## config.mk

```make
export PLATFORM = sky130hd
export DESIGN_NAME = imubc_temp
export DESIGN_NICKNAME = d
export VERILOG_FILES = /design/src/imu_bias_calibrate_and_scale_unit_defines.svh /design/src/imubc_pkg.sv /design/src/imubc_temp.sv
export SDC_FILE = /design/constraint.sdc
export NUM_CORES = 1
export LEC_CHECK = 0
export BUFFER_PORTS_ARGS = -buffer_cell sky130_fd_sc_hd__buf_4
export CAP_MARGIN = 20
export CORE_AREA = 2 2 191 193
export CTS_BUF_LIST = sky130_fd_sc_hd__clkbuf_4 sky130_fd_sc_hd__clkbuf_8
export DETAILED_ROUTE_END_ITERATION = 12
export DIE_AREA = 0 0 193 195
export PLACE_DENSITY = 0.4
export SLEW_MARGIN = 20
export SYNTH_ARGS = -nofsm -noshare
export SYNTH_HDL_FRONTEND = slang
export SYNTH_SLANG_ARGS = --single-unit
```

## constraint.sdc

```tcl
create_clock -name aclk -period 8.7 [get_ports aclk]
set_clock_uncertainty 0.1 [all_clocks]
set_input_delay 0.435 -clock aclk [delete_from_list [all_inputs] [get_ports aclk]]
set_output_delay 0.435 -clock aclk [all_outputs]
set_load 0.02 [all_outputs]
```

## src/imu_bias_calibrate_and_scale_unit_defines.svh

```systemverilog
// ----------------------------------------------------------------------------
// IMU bias calibration - assertion macros
// Shared concurrent assertion forms; they expect aclk and aresetn in scope.
// ----------------------------------------------------------------------------
`ifndef IMU_BIAS_CALIBRATE_AND_SCALE_UNIT_DEFINES_SVH
`define IMU_BIAS_CALIBRATE_AND_SCALE_UNIT_DEFINES_SVH

// Consequent must hold in the same cycle as the antecedent
`define IMUBC_ASSERT_NOW(lbl, ante, cons, msg) \
    lbl: assert property (@(posedge aclk) disable iff (!aresetn) (ante) |-> (cons)) \
        else $error(msg);

// Consequent must hold in the cycle after the antecedent
`define IMUBC_ASSERT_NEXT(lbl, ante, cons, msg) \
    lbl: assert property (@(posedge aclk) disable iff (!aresetn) (ante) |=> (cons)) \
        else $error(msg);

`endif

```

## src/imubc_pkg.sv

```systemverilog
// ----------------------------------------------------------------------------
// IMU bias calibration - package
// Widths, scaling constants and the control types shared by the lanes.
// ----------------------------------------------------------------------------
`timescale 1ns / 1ps

package imubc_pkg;

    // Number of bias-corrected axes (ax, ay, az, gx, gy, gz)
    localparam int AXES       = 6;
    localparam int RAW_W      = 16;
    localparam int ADD_W      = 17;   // raw sample with 1 g taken off z
    localparam int SUM_W      = 24;
    localparam int OFS_W      = 21;
    localparam int DIFF_W     = 22;   // raw*16 - offset
    localparam int NUM_W      = SUM_W + 6;  // sum*32 + CAL_SAMPLES, signed
    localparam int MAG_W      = NUM_W - 1;  // magnitude fed to the divider
    localparam int DIV_STEPS  = 1;          // reciprocal multiply, then commit
    localparam int DIV_CNT_W  = 1;
    localparam int TEMP_W     = 17;

    // 1 g in raw accel counts
    localparam logic signed [ADD_W-1:0] ONE_G_RAW = 17'sd2048;

    // Gyro: (raw*16 - offset) * 63937 >> 16
    localparam int GYRO_MUL_W = 17;
    localparam int GPROD_W    = DIFF_W + GYRO_MUL_W;
    localparam int GYRO_SHIFT = 16;
    localparam logic signed [GYRO_MUL_W-1:0] GYRO_MUL = 17'sd63937;

    // Temperature: t is biased by 85*386 so it can be split as 85*k + j.
    // Result is 64*k + floor((640*j + 153)/850) - 15352.
    localparam int TU_W            = 17;
    localparam int KQ_W            = 10;
    localparam int KPROD_W         = 41;
    localparam int XT_W            = 16;
    localparam int XW_W            = 27;
    localparam int FQ_W            = 6;
    localparam int FPROD_W         = 43;
    localparam logic [17:0] TEMP_BIAS     = 18'd32810;
    localparam logic [23:0] RECIP_85      = 24'd12632257;
    localparam int          RECIP_85_SH   = 30;
    localparam logic [XW_W-1:0] TEMP_MUL  = 27'd640;
    localparam logic [XW_W-1:0] TEMP_RND  = 27'd153;
    localparam logic [XW_W-1:0] TEMP_STEP = 27'd54400;
    localparam logic [26:0] RECIP_850     = 27'd80846444;
    localparam int          RECIP_850_SH  = 36;
    localparam logic signed [TEMP_W-1:0] TEMP_BASE = 17'sd15352;

    // Calibration sequencer states
    typedef enum logic [1:0] {
        ST_RUN,
        ST_CAL,
        ST_DIV
    } ctrl_state_t;

    // Controls broadcast from the sequencer to every lane
    typedef struct packed {
        logic clear;       // zero sums and offsets
        logic acc;         // add this item into the sums
        logic div_load;    // load divider from the updated sum
        logic div_step;    // reciprocal multiply into the quotient register
        logic div_commit;  // write quotient into the offset
    } lane_ctrl_t;

endpackage

```

## src/imubc_temp.sv

```systemverilog
// ----------------------------------------------------------------------------
// IMU bias calibration - temperature path
// Converts raw die temperature to 1/256 degree C by two reciprocal multiplies.
// ----------------------------------------------------------------------------
`timescale 1ns / 1ps

module imubc_temp (
    input  logic                                 aclk,
    input  logic                                 s1_en,
    input  logic                                 s2_en,
    input  logic signed [imubc_pkg::RAW_W-1:0]   temp_raw,
    output logic signed [imubc_pkg::TEMP_W-1:0]  temp_c
);
    import imubc_pkg::*;

    logic [17:0]          tu_wide;
    logic [TU_W-1:0]      tu;
    logic [KPROD_W-1:0]   kprod;
    logic [TU_W-1:0]      tu1_reg;
    logic [KQ_W-1:0]      k1_reg;
    logic [XW_W-1:0]      x_wide;
    logic [XT_W-1:0]      x2_reg;
    logic [KQ_W-1:0]      k2_reg;
    logic [FPROD_W-1:0]   fprod;
    logic [FQ_W-1:0]      frac;

    // Stage 1: bias to non-negative, quotient by 85
    assign tu_wide = {{2{temp_raw[RAW_W-1]}}, temp_raw} + TEMP_BIAS;
    assign tu      = tu_wide[TU_W-1:0];
    assign kprod   = KPROD_W'(tu) * KPROD_W'(RECIP_85);

    always_ff @(posedge aclk) begin
        if (s1_en) begin
            tu1_reg <= tu;
            k1_reg  <= kprod[RECIP_85_SH + KQ_W - 1:RECIP_85_SH];
        end
    end

    // Stage 2: 640*(t mod 85) + 153, formed without the remainder
    assign x_wide = XW_W'(tu1_reg) * TEMP_MUL + TEMP_RND - XW_W'(k1_reg) * TEMP_STEP;

    always_ff @(posedge aclk) begin
        if (s2_en) begin
            x2_reg <= x_wide[XT_W-1:0];
            k2_reg <= k1_reg;
        end
    end

    // Stage 3 (registered by the merge): fractional part by 850, then assemble
    assign fprod  = FPROD_W'(x2_reg) * FPROD_W'(RECIP_850);
    assign frac   = fprod[RECIP_850_SH + FQ_W - 1:RECIP_850_SH];
    assign temp_c = $signed({1'b0, k2_reg, frac}) - TEMP_BASE;

endmodule

```

# After elaboration in Yosys (flattened, before gate mapping)
# Index checks and enable logic that the tools add are counted.
# op_classes
n_addsub	4
multipliers	4
# op_table
operator	count
multiplier 16 x 25 -> 40 bit (second input constant)	1
multiplier 17 x 24 -> 40 bit (second input constant)	1
adder 16 x 17 -> 17 bit (second input constant)	1
multiplier 17 x 3 -> 9 bit (second input constant)	1
subtractor 16 x 14 -> 17 bit (second input constant)	1
adder 16 x 8 -> 16 bit (second input constant)	1
subtractor 16 bit	1
multiplier 10 x 9 -> 9 bit (second input constant)	1
# totals
ff_bits	53
in_bits	19
out_inout_bits	17
wordCells	12

# Logic depth before layout (Yosys ltp)
# logic_depth
ltp_word	3
depth_mapped	27
ltp_nobuf	27

# Worst setup path before layout
# No wires, ideal clock.
# synth_timing
kind	register -> output
from	register x2_reg[14]
to	output temp_c[13] in the netlist's numbering
t_arrival_ns	6.090
required_time_ns	8.165
setup_slack_ns	2.075
stages_incl_launch_ff	24
n_path_buf	0
path_cell_list	edfxtp_1 -> inv_1 -> ha_1 -> inv_1 -> fa_1 -> inv_1 -> fa_1 -> inv_1 -> fa_1 -> inv_1 -> ha_1 -> fa_1 -> inv_1 -> ha_1 -> a21o_1 -> a2111oi_2 -> a21boi_2 -> nor2_1 -> a221o_1 -> a211oi_4 -> ha_1 -> a31oi_4 -> nor2_1 -> xor2_1
# synth_via
elab_chain_cells	2
# synth_lines
element	line	text
start: declaration	imubc_temp.sv:22	logic [XT_W-1:0] x2_reg;
start signal: assignment	imubc_temp.sv:44	x2_reg <= x_wide[XT_W-1:0];
multiplier 16 x 25 -> 40 bit	imubc_temp.sv:50	assign fprod = FPROD_W'(x2_reg) * FPROD_W'(RECIP_850);
subtractor 16 x 14 -> 17 bit	imubc_temp.sv:52	assign temp_c = $signed({1'b0, k2_reg, frac}) - TEMP_BASE;
end: declaration	imubc_temp.sv:12	output logic signed [imubc_pkg::TEMP_W-1:0] temp_c
# Every way passes these cells.

# Final worst setup path
# layout_timing
from	register x2_reg[14]
to	output temp_c[15] in the netlist's numbering
# Same word-level chain as after synthesis.

==> qor.json <==
{
  "clock_network": {
    "tritoncts_num_sinks": 38,
    "cts.reportedPaths.clkPinSlew_ns": 0.07,
    "htree_levels": 2,
    "clock_tree.root_cell": "sky130_fd_sc_hd__clkbuf_8",
    "tritoncts": "done",
    "clock_latency_ns": 0.28,
    "cts_buffers": 5,
    "post_cts.resized_instances": 0,
    "cts-hold-fix-buffers": 0,
    "cts.repair_timing.setup_buffer_count": 0,
    "buffer_levels_on_the_longest_clock_path": 2
  },
  "detailed_routing": {
    "drcViolationCount": 0,
    "drt-pass1-iter-count": 4,
    "detail_route.wirelength_mm": 22.7,
    "post_drt_wl_per_cell_um": 15.3,
    "final_antenna_net_count": 0,
    "via_count": 6483,
    "dr.first_iter.drc_count": 177,
    "viasPerCell": 4.36
  },
  "sta": {
    "timing_worst_slew_pin_value_ns": 0.947,
    "finalSetupViolCount": 0,
    "slew_headroom_pct": 36.4,
    "achievable-frequency_mhz": 133,
    "drv_slew": 0,
    "timing.hold.ws_ns": 0.350,
    "rsz_0062_raised_after_global_routing": "false",
    "final_period_minus_worst_setup_slack_ns": 7.53,
    "final_min_period_over_clock_period_pct": 86.6,
    "hold_viol_final": 0,
    "sum_of_negative_setup_slack_ns": 0
  },
  "synth": {
    "avgSynthCellArea_um2": 10.0,
    "ys.warnings.count": 0,
    "syn_nets": 1397,
    "postSynthCellCount": 984,
    "synth-seq-cells": 38,
    "synth.cells.most_frequent": "sky130_fd_sc_hd__ha_1, sky130_fd_sc_hd__inv_1, sky130_fd_sc_hd__fa_1",
    "yosys.area.top_type": "sky130_fd_sc_hd__ha_1",
    "edff_count_synth": 38,
    "synth_area_mm2": 0.00987,
    "seq_area_frac_synth_pct": 11.6,
    "synth.most_common_cell": "sky130_fd_sc_hd__ha_1",
    "synth_cell_type_count": 53,
    "post_synth_top_area_share_pct": 36.3,
    "yosys-top-cells-area": "sky130_fd_sc_hd__ha_1, sky130_fd_sc_hd__fa_1, sky130_fd_sc_hd__edfxtp_1, sky130_fd_sc_hd__inv_1, sky130_fd_sc_hd__xnor2_1",
    "async_reset_ff_share_pct": 0,
    "ys.flop_type": "sky130_fd_sc_hd__edfxtp_1"
  },
  "hold_path": {
    "timing.hold.worst_path_depth": 1,
    "holdCritPathClass": "in2reg"
  },
  "global_routing": {
    "grt_antenna_before_repair": 0,
    "use_met2_pct": 23.7,
    "first_global_vias": 7058,
    "gr-usage-met1_pct": 16.7,
    "grt_util_all_layers_pct": 12.8,
    "groute.layer.met3.usage_pct": 0.665,
    "grt_overflow_total": 0,
    "top_usage_layer": "met2",
    "largest_net_degree_at_the_start_of_global_routing": 20,
    "grt_first_pass_wirelength_mm": 37.6
  },
  "setup_path": {
    "cp-start-kind": "register",
    "timing.critical_path.from": "x2_reg[14]",
    "crit_path_end": "temp_c[15]",
    "slowest_stage": "sky130_fd_sc_hd__fa_1",
    "end_kind": "output pin",
    "crit_required_ns": 8.17,
    "path_common_cell": "sky130_fd_sc_hd__inv_1",
    "reg2regPathDepth": 16,
    "worst_r2r_startpoint": "k1_reg[2]",
    "worstPathCellList": "inv_1 > ha_1 > inv_1 > fa_1 > inv_1 > fa_1 > inv_1 > fa_1 > inv_1 > ha_1 > fa_1 > inv_1 > ha_1 > a21o_1 > a2111oi_2 > a21boi_2 > nor2_1 > a221o_1 > a211oi_4 > ha_1 > a31oi_4 > o21bai_1 > xnor2_1 > buf_4",
    "timing.rr.end": "x2_reg[15]",
    "cp_max_fo": 6,
    "worst_ep_arrival_time_ns": 7.00,
    "criticalPathCategory": "reg2out",
    "regToRegSetupSlack_ns": 4.52,
    "timing.critical_path.slowest_cell_delay_ns": 0.57
  },
  "final_layout": {
    "antenna-diode-count": 0,
    "drive_gt1_share_pct": 5.94,
    "multi_input_logic_area_mm2": 0.00783,
    "area.sequential_mm2": 0.00114,
    "finish.net_count": 1440,
    "layout_overhead_on_the_synthesized_area_pct": 9.42,
    "n_fill_cell": 3730,
    "final_cell_area_mm2": 0.0108
  },
  "floorplan": {
    "core_area_mm2": 0.0354,
    "die-area_mm2": 0.0376,
    "die_width_um": 193,
    "rows": 69,
    "io_pins": 36,
    "initial_utilization_pct": 27.9,
    "die_h_um": 195
  },
  "placed_design": {
    "finalWeightedCongestion": 0.786,
    "place_hpwl_mm": 20.9,
    "port_buffers": 35,
    "dpl_cell_area_mm2": 0.0107
  },
  "job": {
    "maxCapViolCount": 0
  },
  "run_status": {
    "status": "complete, no violations"
  }
}
cell usage in the layout, fill, tap and decap left out, types with 10 or more instances in the layout:
cell,instances
sky130_fd_sc_hd__nor3_1,10
sky130_fd_sc_hd__a21o_1,16
sky130_fd_sc_hd__xnor2_1,47
sky130_fd_sc_hd__fa_1,108
sky130_fd_sc_hd__inv_1,239
sky130_fd_sc_hd__nor2_1,21
sky130_fd_sc_hd__a21oi_1,36
sky130_fd_sc_hd__ha_1,286
sky130_fd_sc_hd__edfxtp_1,38
sky130_fd_sc_hd__buf_4,37
sky130_fd_sc_hd__xor2_1,20
sky130_fd_sc_hd__o21ai_0,24
sky130_fd_sc_hd__nand3_1,19
sky130_fd_sc_hd__nand2_1,25
metrics by stage:
step	std cells	setup slack, ns	util, %
floorplan	984	2.08	-
global placement	1481	1.42	30.3
detailed placement	1481	1.35	30.3
CTS	1488	1.04	30.5
global route	1488	0.618	30.5
finish	1488	1.17	30.5
worst max-delay path, delay by kind of cell, from the launching register on:
kind                     cells  cell delay, ns
AND/OR/NAND/NOR              1            0.12
XOR/XNOR                     1            0.13
AO/OA/AOI/OAI                7            1.83
buffers and inverters        7            0.61
flip-flops                   1            0.52
adder cells (fa/ha/maj)      8            3.49
kinds of logic after synthesis:
logic type | share of synthesized area (%)
xor+xnor | 6.11
flops | 11.6
simple gates | 6.25
fa+ha+maj | 58.2
compound gates | 8.76
buf+inv | 9.13
layout make-up:
cell class	count	area share, %
repair buffers	37	2.57
clock inverters	2	0.0927
well taps	461	5.34
clock buffers	5	0.637
flip-flops and latches	38	10.6
inverters	239	8.31
multi-input cells	706	72.5
worst min-delay path by stage:
stage                     start    endpoint  slack, ns
floorplan             k1_reg[9]   k2_reg[9]       0.30
global placement      k1_reg[9]   k2_reg[9]       0.39
detailed placement    k1_reg[9]   k2_reg[9]       0.38
CTS                 temp_raw[0]  tu1_reg[0]       0.34
global route        temp_raw[0]  tu1_reg[0]       0.33
finish              temp_raw[0]  tu1_reg[0]       0.35
layer usage:
metal | routed length, µm | up-vias
met5 | 0 | -
met4 | 249 | 0
met3 | 324 | 11
met2 | 11600 | 70
met1 | 10600 | 3033
li1 | - | 3369
Power is left out: the tool's default activity adds up to more than one toggle a clock period on the data nets, which glitch-free logic cannot reach.
