<file path="src/imu_bias_calibrate_and_scale_unit_defines.svh">
// ----------------------------------------------------------------------------
// IMU bias calibration - assertion macros
// Shared concurrent assertion forms; they expect aclk and aresetn in scope.
// ----------------------------------------------------------------------------
`ifndef IMU_BIAS_CALIBRATE_AND_SCALE_UNIT_DEFINES_SVH
`define IMU_BIAS_CALIBRATE_AND_SCALE_UNIT_DEFINES_SVH

// Consequent must hold in the same cycle as the antecedent
`define IMUBC_ASSERT_NOW(lbl, ante, cons, msg) \
    lbl: assert property (@(posedge aclk) disable iff (!aresetn) (ante) |-> (cons)) \
        else $error(msg);

// Consequent must hold in the cycle after the antecedent
`define IMUBC_ASSERT_NEXT(lbl, ante, cons, msg) \
    lbl: assert property (@(posedge aclk) disable iff (!aresetn) (ante) |=> (cons)) \
        else $error(msg);

`endif

</file>
<file path="src/imubc_pkg.sv">
// ----------------------------------------------------------------------------
// IMU bias calibration - package
// Widths, scaling constants and the control types shared by the lanes.
// ----------------------------------------------------------------------------
`timescale 1ns / 1ps

package imubc_pkg;

    // Number of bias-corrected axes (ax, ay, az, gx, gy, gz)
    localparam int AXES       = 6;
    localparam int RAW_W      = 16;
    localparam int ADD_W      = 17;   // raw sample with 1 g taken off z
    localparam int SUM_W      = 24;
    localparam int OFS_W      = 21;
    localparam int DIFF_W     = 22;   // raw*16 - offset
    localparam int NUM_W      = SUM_W + 6;  // sum*32 + CAL_SAMPLES, signed
    localparam int MAG_W      = NUM_W - 1;  // magnitude fed to the divider
    localparam int DIV_STEPS  = 1;          // reciprocal multiply, then commit
    localparam int DIV_CNT_W  = 1;
    localparam int TEMP_W     = 17;

    // 1 g in raw accel counts
    localparam logic signed [ADD_W-1:0] ONE_G_RAW = 17'sd2048;

    // Gyro: (raw*16 - offset) * 63937 >> 16
    localparam int GYRO_MUL_W = 17;
    localparam int GPROD_W    = DIFF_W + GYRO_MUL_W;
    localparam int GYRO_SHIFT = 16;
    localparam logic signed [GYRO_MUL_W-1:0] GYRO_MUL = 17'sd63937;

    // Temperature: t is biased by 85*386 so it can be split as 85*k + j.
    // Result is 64*k + floor((640*j + 153)/850) - 15352.
    localparam int TU_W            = 17;
    localparam int KQ_W            = 10;
    localparam int KPROD_W         = 41;
    localparam int XT_W            = 16;
    localparam int XW_W            = 27;
    localparam int FQ_W            = 6;
    localparam int FPROD_W         = 43;
    localparam logic [17:0] TEMP_BIAS     = 18'd32810;
    localparam logic [23:0] RECIP_85      = 24'd12632257;
    localparam int          RECIP_85_SH   = 30;
    localparam logic [XW_W-1:0] TEMP_MUL  = 27'd640;
    localparam logic [XW_W-1:0] TEMP_RND  = 27'd153;
    localparam logic [XW_W-1:0] TEMP_STEP = 27'd54400;
    localparam logic [26:0] RECIP_850     = 27'd80846444;
    localparam int          RECIP_850_SH  = 36;
    localparam logic signed [TEMP_W-1:0] TEMP_BASE = 17'sd15352;

    // Calibration sequencer states
    typedef enum logic [1:0] {
        ST_RUN,
        ST_CAL,
        ST_DIV
    } ctrl_state_t;

    // Controls broadcast from the sequencer to every lane
    typedef struct packed {
        logic clear;       // zero sums and offsets
        logic acc;         // add this item into the sums
        logic div_load;    // load divider from the updated sum
        logic div_step;    // reciprocal multiply into the quotient register
        logic div_commit;  // write quotient into the offset
    } lane_ctrl_t;

endpackage

</file>
<file path="src/imubc_ctrl.sv">
// ----------------------------------------------------------------------------
// IMU bias calibration - sequencer
// Tracks start commands, counts calibration items and paces the lane dividers.
// ----------------------------------------------------------------------------
`timescale 1ns / 1ps
`include "imu_bias_calibrate_and_scale_unit_defines.svh"

module imubc_ctrl #(
    parameter int CAL_SAMPLES = 100
) (
    input  logic                 aclk,
    input  logic                 aresetn,
    input  logic                 accept,
    input  logic                 cmd,
    output imubc_pkg::lane_ctrl_t lane_ctrl,
    output logic                 busy,
    output logic                 calibrating,
    output logic                 cal_done
);
    import imubc_pkg::*;

    localparam int CNT_W = (CAL_SAMPLES > 1) ? $clog2(CAL_SAMPLES) : 1;
    localparam logic [CNT_W-1:0] CNT_LAST = CNT_W'(CAL_SAMPLES - 1);
    localparam logic [DIV_CNT_W-1:0] DIV_LAST = DIV_CNT_W'(DIV_STEPS);

    ctrl_state_t          state_reg, state_next;
    logic [CNT_W-1:0]     count_reg, count_next;
    logic [DIV_CNT_W-1:0] div_cnt_reg, div_cnt_next;
    logic                 cal_done_reg, cal_done_next;
    logic                 count_last;
    logic                 start_ok;

    assign count_last = (count_reg == CNT_LAST);
    assign start_ok   = accept && cmd && !cal_done_reg;

    // Next state
    always_comb begin
        state_next = state_reg;
        unique case (state_reg)
            ST_RUN: begin
                if (start_ok) state_next = ST_CAL;
            end
            ST_CAL: begin
                if (accept && !cmd && count_last) state_next = ST_DIV;
            end
            ST_DIV: begin
                if (div_cnt_reg == DIV_LAST) state_next = ST_RUN;
            end
            default: state_next = ST_RUN;
        endcase
    end

    // Outputs to the lanes
    always_comb begin
        lane_ctrl = '0;
        unique case (state_reg)
            ST_RUN: begin
                lane_ctrl.clear = start_ok;
            end
            ST_CAL: begin
                lane_ctrl.clear    = start_ok;
                lane_ctrl.acc      = accept && !cmd;
                lane_ctrl.div_load = accept && !cmd && count_last;
            end
            ST_DIV: begin
                lane_ctrl.div_step   = (div_cnt_reg != DIV_LAST);
                lane_ctrl.div_commit = (div_cnt_reg == DIV_LAST);
            end
            default: lane_ctrl = '0;
        endcase
    end

    // Item and division step counters, calibrated flag
    always_comb begin
        count_next    = count_reg;
        div_cnt_next  = div_cnt_reg;
        cal_done_next = cal_done_reg;
        if (lane_ctrl.clear) begin
            count_next = '0;
        end else if (lane_ctrl.acc) begin
            count_next = count_last ? '0 : count_reg + 1'b1;
        end
        if (lane_ctrl.div_load) begin
            div_cnt_next = '0;
        end else if (lane_ctrl.div_step) begin
            div_cnt_next = div_cnt_reg + 1'b1;
        end
        if (lane_ctrl.div_commit) cal_done_next = 1'b1;
    end

    always_ff @(posedge aclk) begin
        if (!aresetn) begin
            state_reg    <= ST_RUN;
            count_reg    <= '0;
            div_cnt_reg  <= '0;
            cal_done_reg <= 1'b0;
        end else begin
            state_reg    <= state_next;
            count_reg    <= count_next;
            div_cnt_reg  <= div_cnt_next;
            cal_done_reg <= cal_done_next;
        end
    end

    assign busy        = (state_reg == ST_DIV);
    assign calibrating = (state_reg == ST_CAL);
    assign cal_done    = cal_done_reg;

    // Checks
    `IMUBC_ASSERT_NOW(a_no_accept_while_div, accept, state_reg != ST_DIV, "item taken during divide")
    `IMUBC_ASSERT_NEXT(a_commit_sets_done, lane_ctrl.div_commit, cal_done_reg && state_reg == ST_RUN, "commit did not finish calibration")
    `IMUBC_ASSERT_NOW(a_done_stays_run, cal_done_reg, state_reg == ST_RUN, "calibrated block left run state")
    `IMUBC_ASSERT_NOW(a_count_idle_zero, state_reg != ST_CAL, count_reg == '0, "item count not cleared outside calibration")

endmodule

</file>
<file path="config.mk">
export PLATFORM = sky130hd
export DESIGN_NAME = imubc_ctrl
export DESIGN_NICKNAME = d
export VERILOG_FILES = /design/src/imubc_pkg.sv /design/src/imubc_ctrl.sv
export VERILOG_INCLUDE_DIRS = /design/src /design/src/src
export SDC_FILE = /design/constraint.sdc
export NUM_CORES = 1
export LEC_CHECK = 0
export BUFFER_PORTS_ARGS = -buffer_cell sky130_fd_sc_hd__buf_2
export CELL_PAD_IN_SITES_DETAIL_PLACEMENT = 2
export CELL_PAD_IN_SITES_GLOBAL_PLACEMENT = 2
export CORE_MARGIN = 5
export CORE_UTILIZATION = 32
export DETAILED_ROUTE_END_ITERATION = 8
export PLACE_DENSITY_LB_ADDON = 0.1
export SYNTH_ARGS = -nofsm -noshare
export SYNTH_HDL_FRONTEND = slang
export SYNTH_SLANG_ARGS = --single-unit
</file>
<file path="constraint.sdc">
create_clock -name aclk -period 4.64 [get_ports aclk]
set_input_delay 0.464 -clock aclk [delete_from_list [all_inputs] [get_ports aclk]]
set_output_delay 0.464 -clock aclk [all_outputs]
set_load 0.05 [all_outputs]
</file>
# ---- After elaboration in Yosys (flattened, before gate mapping)
# Index checks and enable logic that the tools add are counted.
dict set report classes {
  n_bitwise 2
  mux 8
  addsub 2
  reduce_logical 11
  eq_ne 6
}
# operator count
set op_table {}
lappend op_table {{2-to-1 mux 2 bit} 5}
lappend op_table {{adder 7 x 1 -> 7 bit, second input constant} 1}
lappend op_table {{== test 7 bit, second input constant} 1}
lappend op_table {{2-to-1 mux 7 bit} 1}
lappend op_table {{one-hot mux 2 bit (3 select lines)} 1}
lappend op_table {{OR reduction 2 bit} 3}
lappend op_table {{logical AND 1 bit} 4}
lappend op_table {{inequality test 2 x 1 -> 1 bit, second input constant} 2}
lappend op_table {{AND reduction 3 bit} 1}
lappend op_table {{== test 2 x 1 -> 1 bit, second input constant} 1}
lappend op_table {{== test 2 bit, second input constant} 1}
lappend op_table {{zero test 1 bit} 2}
lappend op_table {{zero test 2 bit} 1}
lappend op_table {{inequality test 2 bit, second input constant} 1}
lappend op_table {{NOT 1 bit} 2}
lappend op_table {{adder 1 bit, second input constant} 1}
lappend op_table {{2-to-1 mux 1 bit} 1}
dict set report word_totals {
  input_bits 4
  out_inout_bits 8
  ff_bits 11
}

# ---- Depth between registers and ports, before layout
# Gate-level depths: netlist (run 1).
dict set report depth {
  ltp_word 5
  mapped_depth 5
  ltp_nobuf 4
}

# ---- Worst setup path before layout (run 1)
# OpenSTA, ideal clock, no wires.
dict set report synth_timing {
  path_kind {input to output}
  start {in cmd}
  end {out lane_ctrl[2] in the netlist's numbering}
  path_buffers 1
  slack_ns 1.787
  arrival_ns 2.389
  path_stages 3
  path_cell_list {nand4bb_4 -> buf_4 -> nor4_1}
}
# item line_no
set synth_rtl {}
lappend synth_rtl {{start, declared} imubc_ctrl.sv:14} ;# input logic cmd,
lappend synth_rtl {{end, declared} imubc_ctrl.sv:15} ;# output imubc_pkg::lane_ctrl_t lane_ctrl,

==> results of run 1 <==
## cells in the final DEF (no fill, tap or decap), drive strengths merged, types with 2 or more instances in the layout
cell	count
nand3	3
o21ai	5
buf	11
or3	3
nor3	2
dfxtp	11
a21oi	2
nand2	4
o31ai	3
clkbuf	3
nor2b	3
a211oi	5
o21a	2
nand2b	2
inv	3
or4	2
## routing by layer
| layer | global-route usage, % | vias to the layer above |
|---|---|---|
| met1 | 15.12 | 255 |
| met2 | 19.04 | 9 |
| met5 | 0 | - |
| met3 | 5.128 | 0 |
| met4 | 1.277 | 0 |
| li1 | - | 258 |
## cell families after synthesis
family	synth area share [%]
XOR/XNOR	1.535
buffers and inverters	3.290
AO/OA/AOI/OAI	19.30
AND/OR/NAND/NOR	35.09
flip-flops	38.60
adder cells (fa/ha/maj)	2.193
## cell type report
cell class / instances / area [µm²] / area share, %
multi-input combinational: 46 / 331.6 / 48.98
clock buffer: 3 / 22.52 / 3.327
clock inverter: 1 / 5.005 / 0.7394
sequential: 11 / 220.2 / 32.53
timing repair buffer: 11 / 55.05 / 8.133
inverter: 3 / 11.26 / 1.664
tap: 25 / 31.28 / 4.621
## worst max-delay path, delay by kind of cell (launching register included)
| kind | cells | cell delay (ps) |
|---|---|---|
| simple gates | 2 | 580 |
| buf+inv | 1 | 300 |
| flops | 1 | 350 |
## per-stage QoR
step	total power, mW	utilization [%]	hold slack, ps
after floorplan	0.1104	-	466.2
after CTS	0.1848	39.63	448.5
after detailed placement	0.1156	38.02	485.6
final	0.1802	39.63	456.2
after global routing	0.1913	39.63	437.5
after global placement	0.1156	38.02	488.1
## worst max path at each step
stage / start / endpoint / slack (ps)
finish: state_reg[1] / lane_ctrl[2] / 2660
global route: state_reg[1] / lane_ctrl[2] / 2530
CTS: state_reg[1] / lane_ctrl[2] / 2620
detailed placement: cmd / lane_ctrl[2] / 2680
global placement: cmd / lane_ctrl[2] / 2700
floorplan: cmd / lane_ctrl[2] / 1790
## power by group through the flow
stage               registers, mW  logic, mW  clock network [mW]
CTS                        0.0967     0.0167              0.0714
floorplan                  0.0986     0.0118                   0
finish                     0.0966     0.0164              0.0672
detailed placement         0.0990     0.0166                   0
global placement           0.0990     0.0166                   0
global route               0.0970     0.0178              0.0765
==> results.sh, run 1 <==
export IMPL_status="completed"
export IMPL_ys_types=26
export IMPL_clkPwrFrac_pct=37.3
export IMPL_rows=15
export IMPL_setup_tns_ps=0
export IMPL_worstHoldStart="aresetn"
export IMPL_clockBufferDepth=2
export IMPL_placeableCoreArea_um2=1708
export IMPL_worst_setup_path_end_kind="output port"
export IMPL_design_portCount=12
export IMPL_grt_max_degree=15
export IMPL_sequentialPowerShare_pct=53.6
export IMPL_power_density_nw_per_um2=266.2
export IMPL_dp_cells=96
export IMPL_die_w_um=52.23
export IMPL_cpPeakStageDelay_ps=350
export IMPL_pre_cts_slack_ps=2679
export IMPL_tightest_slew_ps=374.7
export IMPL_wl_per_cell_um=13.71
export IMPL_grt_pass1_vias=536
export IMPL_startpoint_type="flip-flop"
export IMPL_cts_root_buf="clkbuf_4"
export IMPL_ant_nets=0
export IMPL_clock_sinks=11
export IMPL_reg2reg_depth=4
export IMPL_start_util_pct=33.41
export IMPL_critPathArrivalTime_ps=1510
export IMPL_worst_r2r_setup_slack_ps=2990
export IMPL_finClkSkew_ps=5.353
export IMPL_clkLatencyLatePin_ps=270
export IMPL_fin_area_um2=676.9
export IMPL_rsz0062_at_grt="no"
export IMPL_synth_seq_area_share_pct=38.60
export IMPL_dp_hpwl_mm=1.069
export IMPL_synthFlopType="dfxtp_1"
export IMPL_dr_wl_met3_um=63
export IMPL_ys_ff_latch=11
export IMPL_leakagePower_nw=0.2659
export IMPL_m1WireLength_um=664
export IMPL_vias_per_cell=5.220
export IMPL_num_antenna_cells=0
export IMPL_placed_area_um2=649.4
export IMPL_drtIter0Drc=3
export IMPL_avgSynthCellArea_um2=9.353
export IMPL_routed_wl_met2_um=644
export IMPL_fin_crit_ps=1975
export IMPL_syn_cell_area_um2=570.5
export IMPL_reg2reg_from="count_reg[0]"
export IMPL_die_h_um=52.23
export IMPL_cts_setup_buffers=0
export IMPL_synth_edf_count=0
export IMPL_ir_drop_uv=208.0
export IMPL_worstPathMaxFanout=14
export IMPL_p_comb_share_pct=9.1
export IMPL_synth_top_area_share_pct=38.60
export IMPL_numCtsBuffers=3
export IMPL_gp_congestion=0.6474
export IMPL_worstPathCellList="nand4bb_4, nor4_1, buf_2"
export IMPL_maxCapViolations=0
export IMPL_swShare_pct=26.51
export IMPL_holdPathStages=2
export IMPL_hold_end="state_reg[1]"
export IMPL_die_area_um2=2727
export IMPL_first_pass_iters=2
export IMPL_yosysMostFrequentCell="dfxtp_1"
export IMPL_setup_viol=0
export IMPL_yosysTopAreaCell="dfxtp_1"
export IMPL_io_buffers=11
export IMPL_cts_hold_buffers=0
export IMPL_nets=81
export IMPL_max_freq_mhz=506.3
export IMPL_synth_fp_nets=66
export IMPL_yosysWarnings=0
export IMPL_grt_overflow_total=0
export IMPL_synthArstFlopShare_pct=0
export IMPL_cts_clk_slew_worst_paths_ps=80
export IMPL_grt_pass1_wl_mm=2.408
export IMPL_vias=522
export IMPL_cts_resized=0
export IMPL_cp_required_ps=4180
export IMPL_timing_rr_end="count_reg[6]"
export IMPL_antenna_found_initial=0
export IMPL_grt_total_usage_pct=11.85
export IMPL_max_slew_margin_rel_pct=74.94
export IMPL_finalHoldViolCount=0
export IMPL_slowest_stage="dfxtp_1"
export IMPL_fillers=197
export IMPL_finalNonFillerCells=100
export IMPL_synthCells=61
export IMPL_routed_wl_mm=1.371
export IMPL_hold_path_class="in2reg"
export IMPL_synth_commonest_cells="11 x dfxtp_1, 5 x a211oi_1, 5 x o21ai_0, 4 x nand2_1"
export IMPL_p_switching_mw=0.04777
export IMPL_intPower_mw=0.1324
export IMPL_synth_area_leaders="dfxtp_1 39%, a211oi_1 6.6%, nand4bb_4 4.8%"
export IMPL_highest_layer="met3"
export IMPL_cts_tree="built"
export IMPL_layout_worst_path_cycle_share_pct=42.57
export IMPL_crit_type="reg2out"
export IMPL_cts_max_level=1
export IMPL_drt_drc_violations_left=0
export IMPL_slew_viol_final=0
export IMPL_largest_register_ffs=7
export IMPL_drive_gt1_share_pct=24.00
export IMPL_setup_ws_ps=2665
export IMPL_area_growth_pct=18.64
Note: power is estimated with default switching activity, not from simulation.
==> inputs of run 2 (changes only) <==
Settings changed: ABC_AREA set to 1, CORE_UTILIZATION 32 to 25.
Clock period 4.64 ns to 1.75 ns, I/O delays scaled along.
==> run 2 against run 1 <==
  * Combinational power grew to 3.0 times the previous value
  * Critical path depth is 2 higher
  * Clock skew shrank 2.2 ps
  * Synthesized cell count increased by 34%
  * Sequential power grew to 2.6 times the previous value
  * Clock-buffer cell count up 1
  * Critical endpoint unchanged
  * Largest cell class unchanged
==> results.sh, run 2 <==
export IMPL_start_util_pct=26.22
export IMPL_layout_commonest_cell="nand2_1"
export IMPL_final_core_util_pct=33.73
export IMPL_grt_pass1_wl_mm=2.732
export IMPL_cts_tree="built"
export IMPL_final_cell_mix="18 x nand2_1, 13 x inv_1, 13 x nor2_1"
export IMPL_clockBufferDepth=2
export IMPL_synthCells=82
export IMPL_grt_total_usage_pct=10.92
export IMPL_grt_pass1_vias=630
export IMPL_setup_tns_ps=0
export IMPL_leakagePower_nw=0.3137
export IMPL_whs_ps=162.4
export IMPL_synthArstFlopShare_pct=0
export IMPL_max_slew_margin_rel_pct=79.14
export IMPL_drtIter0Drc=4
export IMPL_ir_drop_uv=211.2
export IMPL_drt_drc_violations_left=0
export IMPL_worstHoldStart="aresetn"
export IMPL_grt_overflow_total=0
export IMPL_multi_input_area_um2=340.3
export IMPL_worstPathCellList="ha_2, nand2_1, nand3b_1, nor4_4, buf_6"
export IMPL_setup_viol=0
export IMPL_worstPathMaxFanout=3
export IMPL_io_buffers=11
export IMPL_placed_area_um2=708.2
export IMPL_numCtsBuffers=3
export IMPL_rsz0062_at_grt="no"
export IMPL_worst_setup_path_end_kind="output port"
export IMPL_synth_edf_count=0
export IMPL_synth_fp_nets=87
export IMPL_vias_per_cell=4.535
export IMPL_intPower_mw=0.3534
export IMPL_largest_register_ffs=7
export IMPL_avgSynthCellArea_um2=7.141
export IMPL_power_density_nw_per_um2=647.9
export IMPL_reg2reg_from="count_reg[1]"
export IMPL_num_antenna_cells=0
export IMPL_cts_hold_buffers=0
export IMPL_cts_clk_slew_worst_paths_ps=80
export IMPL_crit_type="reg2out"
export IMPL_p_comb_share_pct=10.1
export IMPL_die_h_um=58.40
export IMPL_gp_congestion=0.7165
export IMPL_hold_path_class="in2reg"
export IMPL_ys_types=21
export IMPL_critPathArrivalTime_ps=1440
export IMPL_cp_startpoint="count_reg[1]"
export IMPL_drive_gt1_share_pct=29.29
export IMPL_cpPeakStageDelay_ps=340
export IMPL_layout_worst_path_cycle_share_pct=92.54
export IMPL_fin_area_um2=753.2
export IMPL_die_w_um=58.40
export IMPL_cp_buffers_inverters=1
export IMPL_cts_max_level=1
export IMPL_antenna_found_initial=0
export IMPL_first_pass_iters=3
export IMPL_synth_area_leaders="dfxtp_1 38%, nand2_1 12%, nor2_1 9.6%"
export IMPL_dp_hpwl_mm=1.324
export IMPL_design_portCount=12
export IMPL_synthFlopType="dfxtp_1"
export IMPL_die_area_um2=3410
export IMPL_slowest_stage="dfxtp_2"
export IMPL_routed_wl_mm=1.586
export IMPL_fin_crit_ps=1619
export IMPL_placeableCoreArea_um2=2233
export IMPL_wl_per_cell_um=12.49
export IMPL_clkPwrFrac_pct=37.7
export IMPL_yosysTopAreaCell="dfxtp_1"
export IMPL_p_switching_mw=0.1346
export IMPL_tightest_slew_ps=312.2
export IMPL_status="completed"
export IMPL_fillers=293
export IMPL_ys_ff_latch=11
export IMPL_syn_cell_area_um2=585.6
export IMPL_finClkSkew_ps=3.148
export IMPL_cp_required_ps=1570
export IMPL_cts_root_buf="clkbuf_4"
export IMPL_swShare_pct=27.58
export IMPL_finalHoldViolCount=0
export IMPL_synth_seq_area_share_pct=37.61
export IMPL_yosysMostFrequentCell="nand2_1"
export IMPL_synth_top_area_share_pct=37.61
export IMPL_sequentialPowerShare_pct=52.2
export IMPL_grt_max_degree=10
export IMPL_slew_viol_final=0
export IMPL_vias=576
export IMPL_synth_commonest_cells="18 x nand2_1, 15 x nor2_1, 13 x inv_1, 11 x dfxtp_1, 6 x a21oi_1"
export IMPL_power_mw=0.4880
export IMPL_yosysWarnings=0
export IMPL_rows=17
export IMPL_max_freq_mhz=617.5
export IMPL_seqCellArea_um2=222.7
export IMPL_startpoint_type="flip-flop"
export IMPL_area_growth_pct=28.63
export IMPL_nets=105
export IMPL_clkLatencyLatePin_ps=270
export IMPL_clock_sinks=11
export IMPL_maxCapViolations=0
export IMPL_critical_path_top_delay_family="simple AND/OR/NAND/NOR gates"
export IMPL_ant_nets=0
-- run 2: cell count changes after synthesis, sizes merged, moves of 4 or more --
| cell | before | now |
|---|---|---|
| o21ai | 5 | 1 |
| nor2 | 1 | 17 |
| a211oi | 5 | 0 |
| inv | 3 | 14 |
| a21oi | 2 | 6 |
| nand2 | 4 | 19 |
-- run 2: cell type report --
cell class / count / area share, %
Multi-Input combinational cell: 57 / 45.18
Sequential cell: 11 / 29.57
Timing Repair Buffer: 13 / 10.13
Inverter: 14 / 6.977
Tap cell: 28 / 4.651
Clock buffer: 4 / 3.488
-- run 2: final timing paths --
| check | endpoint | slack, ps | depth (start not counted) |
|---|---|---|---|
| setup / recovery | lane_ctrl[2] | 130 | 5 |
| hold / removal | cal_done | 160 | 2 |
| setup reg to reg | count_reg[6] | 240 | 8 |
| hold reg to reg | count_reg[1] | 490 | 2 |
-- run 2: per-layer routing --
metal / up-vias / track usage [%] / routed length, µm
met5: - / 0 / 0
met4: 0 / 5.960 / 13
met3: 2 / 2.851 / 49
met2: 8 / 20.57 / 889
met1: 278 / 10.69 / 634
li1: 288 / - / -
-- run 2: worst reg2reg max path: cells and delay by family, from the launching register on --
family | cells | cell delay, ps
and+or+nand+nor | 6 | 710
DFF | 1 | 340
adders and majority gates | 1 | 190
buffers and inverters | 1 | 170
-- run 2: power groups by stage --
stage	Combinational [mW]	Clock (mW)	Sequential (mW)
global route	0.0546	0.211	0.255
detailed placement	0.0503	0	0.261
CTS	0.0505	0.197	0.255
global placement	0.0491	0	0.260
finish	0.0494	0.184	0.255
floorplan	0.0355	0	0.261
-- run 2: logic make-up after synthesis --
family	after synthesis	synth area share [%]
AND/OR/NAND/NOR	46	40.39
adder cells (fa/ha/maj)	1	2.136
XOR/XNOR	2	2.992
AO/OA/AOI/OAI	8	7.907
flip-flops	11	37.61
buffers and inverters	14	8.974
-- run 2: timing repair --
action	in CTS	in global routing
setup buffers	0	1
gates resized for setup	1	4
endpoints found under the setup margin	1	1
-- run 2: through the flow --
stage               std cells  worst slack [ps]
CTS                       126             25.42
finish                    127             130.6
floorplan                  82            -46.92
global placement          122             317.2
global route              127             13.25
detailed placement        122             289.6
==> inputs of run 3 (changes only) <==
Settings changed: ABC_AREA 1 to unset, CORE_UTILIZATION 25 to 27.
==> run 3 against run 2 <==
  * Sequential share of layout area shrank 0.72 points
  * First-iteration DRC count is 25% lower
  * Core utilization increased by 4.8 points
  * Clock-buffer cell count unchanged
==> results.sh, run 3 (synthesis gave the netlist of run 1 again) <==
export IMPL_status="completed"
export IMPL_die_area_um2=3133
export IMPL_placeableCoreArea_um2=1982
export IMPL_grt_pass1_vias=606
export IMPL_routed_wl_mm=1.616
export IMPL_drt_drc_violations_left=0
export IMPL_maxCapViolations=0
export IMPL_io_buffers=11
export IMPL_rsz0062_at_grt="no"
export IMPL_clockBufferDepth=2
export IMPL_cts_root_buf="clkbuf_4"
export IMPL_die_h_um=55.97
export IMPL_vias=559
export IMPL_fin_area_um2=763.2
export IMPL_antenna_found_initial=0
export IMPL_clock_sinks=11
export IMPL_dp_cells=102
export IMPL_power_mw=0.4923
export IMPL_setup_viol=0
export IMPL_num_antenna_cells=0
export IMPL_final_cell_mix="11 x dfxtp_1, 9 x buf_2, 5 x a211oi_1, 5 x o21ai_0, 5 x buf_4"
export IMPL_cts_clk_slew_worst_paths_ps=70
export IMPL_ir_drop_uv=247.1
export IMPL_tightest_slew_ps=377.9
export IMPL_max_slew_margin_rel_pct=74.72
export IMPL_slew_viol_final=0
export IMPL_first_pass_iters=2
export IMPL_finClkSkew_ps=4.320
export IMPL_vias_per_cell=5.224
export IMPL_fillers=232
export IMPL_grt_overflow_total=0
export IMPL_cts_max_level=1
export IMPL_ant_nets=0
export IMPL_drtIter0Drc=3
export IMPL_wl_per_cell_um=15.10
export IMPL_gp_congestion=0.7171
export IMPL_area_growth_pct=33.77
export IMPL_finalNonFillerCells=107
export IMPL_design_portCount=12
export IMPL_finalHoldViolCount=0
export IMPL_power_density_nw_per_um2=645.1
export IMPL_worstPathMaxFanout=8
export IMPL_fin_crit_ps=1631
export IMPL_grt_max_degree=9
export IMPL_nets=86
export IMPL_grt_total_usage_pct=11.40
export IMPL_crit_type="reg2out"
export IMPL_start_util_pct=28.79
export IMPL_largest_register_ffs=7
export IMPL_drive_gt1_share_pct=32.50
export IMPL_rows=16
export IMPL_grt_pass1_wl_mm=2.801
export IMPL_hold_path_class="in2reg"
export IMPL_layout_commonest_cell="dfxtp_1"
export IMPL_die_w_um=55.97
export IMPL_dp_hpwl_mm=1.241
export IMPL_cts_tree="built"
export IMPL_worst_setup_path_end_kind="output port"
export IMPL_critPathArrivalTime_ps=1460
export IMPL_clkLatencyLatePin_ps=270
export IMPL_leakagePower_nw=0.2895
export IMPL_numCtsBuffers=3
export IMPL_max_freq_mhz=613.2
export IMPL_cp_required_ps=1570
export IMPL_final_core_util_pct=38.51
export IMPL_startpoint_type="flip-flop"
export IMPL_placed_area_um2=714.4
export IMPL_layout_worst_path_cycle_share_pct=93.19
[run 3: cell types whose count changed in the layout (fill, tap and decap cells not counted), moves of 3 or more]
| cell | before | now |
|---|---|---|
| o31ai_1 | 0 | 3 |
| a211oi_1 | 0 | 5 |
| nor2_1 | 13 | 1 |
| or3_1 | 0 | 3 |
| inv_1 | 13 | 3 |
| buf_4 | 2 | 5 |
| a21oi_1 | 6 | 2 |
| o21ai_0 | 0 | 5 |
| nand2_1 | 18 | 4 |
[run 3: timing repair]
action,in CTS,in global routing
setup endpoints to repair,1,2
resized for setup,1,5
hold endpoints to repair,0,0
setup buffers,0,1
pin swaps,0,1
hold buffers,0,0
[run 3: metal layers]
| layer | global-route usage, % | vias to the layer above | part of all wire (%) |
|---|---|---|---|
| li1 | - | 269 | - |
| met1 | 14.07 | 282 | 46 |
| met2 | 18.53 | 4 | 51 |
| met3 | 2.784 | 4 | 2.0 |
| met4 | 5.085 | 0 | 1.1 |
| met5 | 0 | - | 0 |
[run 3: through the flow]
step	setup slack [ps]	hold WS, ps	TNS (ps)
floorplan	-4.008	292.8	-4.008
global placement	221.4	462.1	0
detailed placement	206.6	466.3	0
CTS	18.50	170.6	0
global route	11.15	164.3	0
finish	119.2	176.6	0
[run 3: path summary, 6_finish.rpt]
check,cells past startpoint,slack (ps),start,end
worst max-delay path,4,120,state_reg[1],lane_ctrl[3]
worst min-delay path,2,180,aresetn,cal_done
worst max register to register,4,200,state_reg[1],count_reg[4]
worst min register to register,2,520,count_reg[5],count_reg[5]
[run 3: final cells by class]
| type | instances | area [µm²] | area share [%] |
|---|---|---|---|
| Timing Repair Buffer | 16 | 105.1 | 13.77 |
| Inverter | 3 | 11.26 | 1.475 |
| Clock buffer | 4 | 26.28 | 3.443 |
| Multi-Input combinational cell | 46 | 366.6 | 48.03 |
| Sequential cell | 11 | 220.2 | 28.85 |
| Tap cell | 27 | 33.78 | 4.426 |
[run 3: report_power, final]
part / total, mW / internal [mW] / switching (mW)
clock network: 0.182 / 0.0882 / 0.0942
registers: 0.256 / 0.253 / 0.00297
logic: 0.0543 / 0.0212 / 0.0331
total: 0.492 / 0.362 / 0.130
[run 3: worst max-delay path, stage by stage (launching register included)]
cell	delay, ps
dfxtp_1	360
nand4bb_4	320
buf_4	210
inv_1	120
buf_6	170
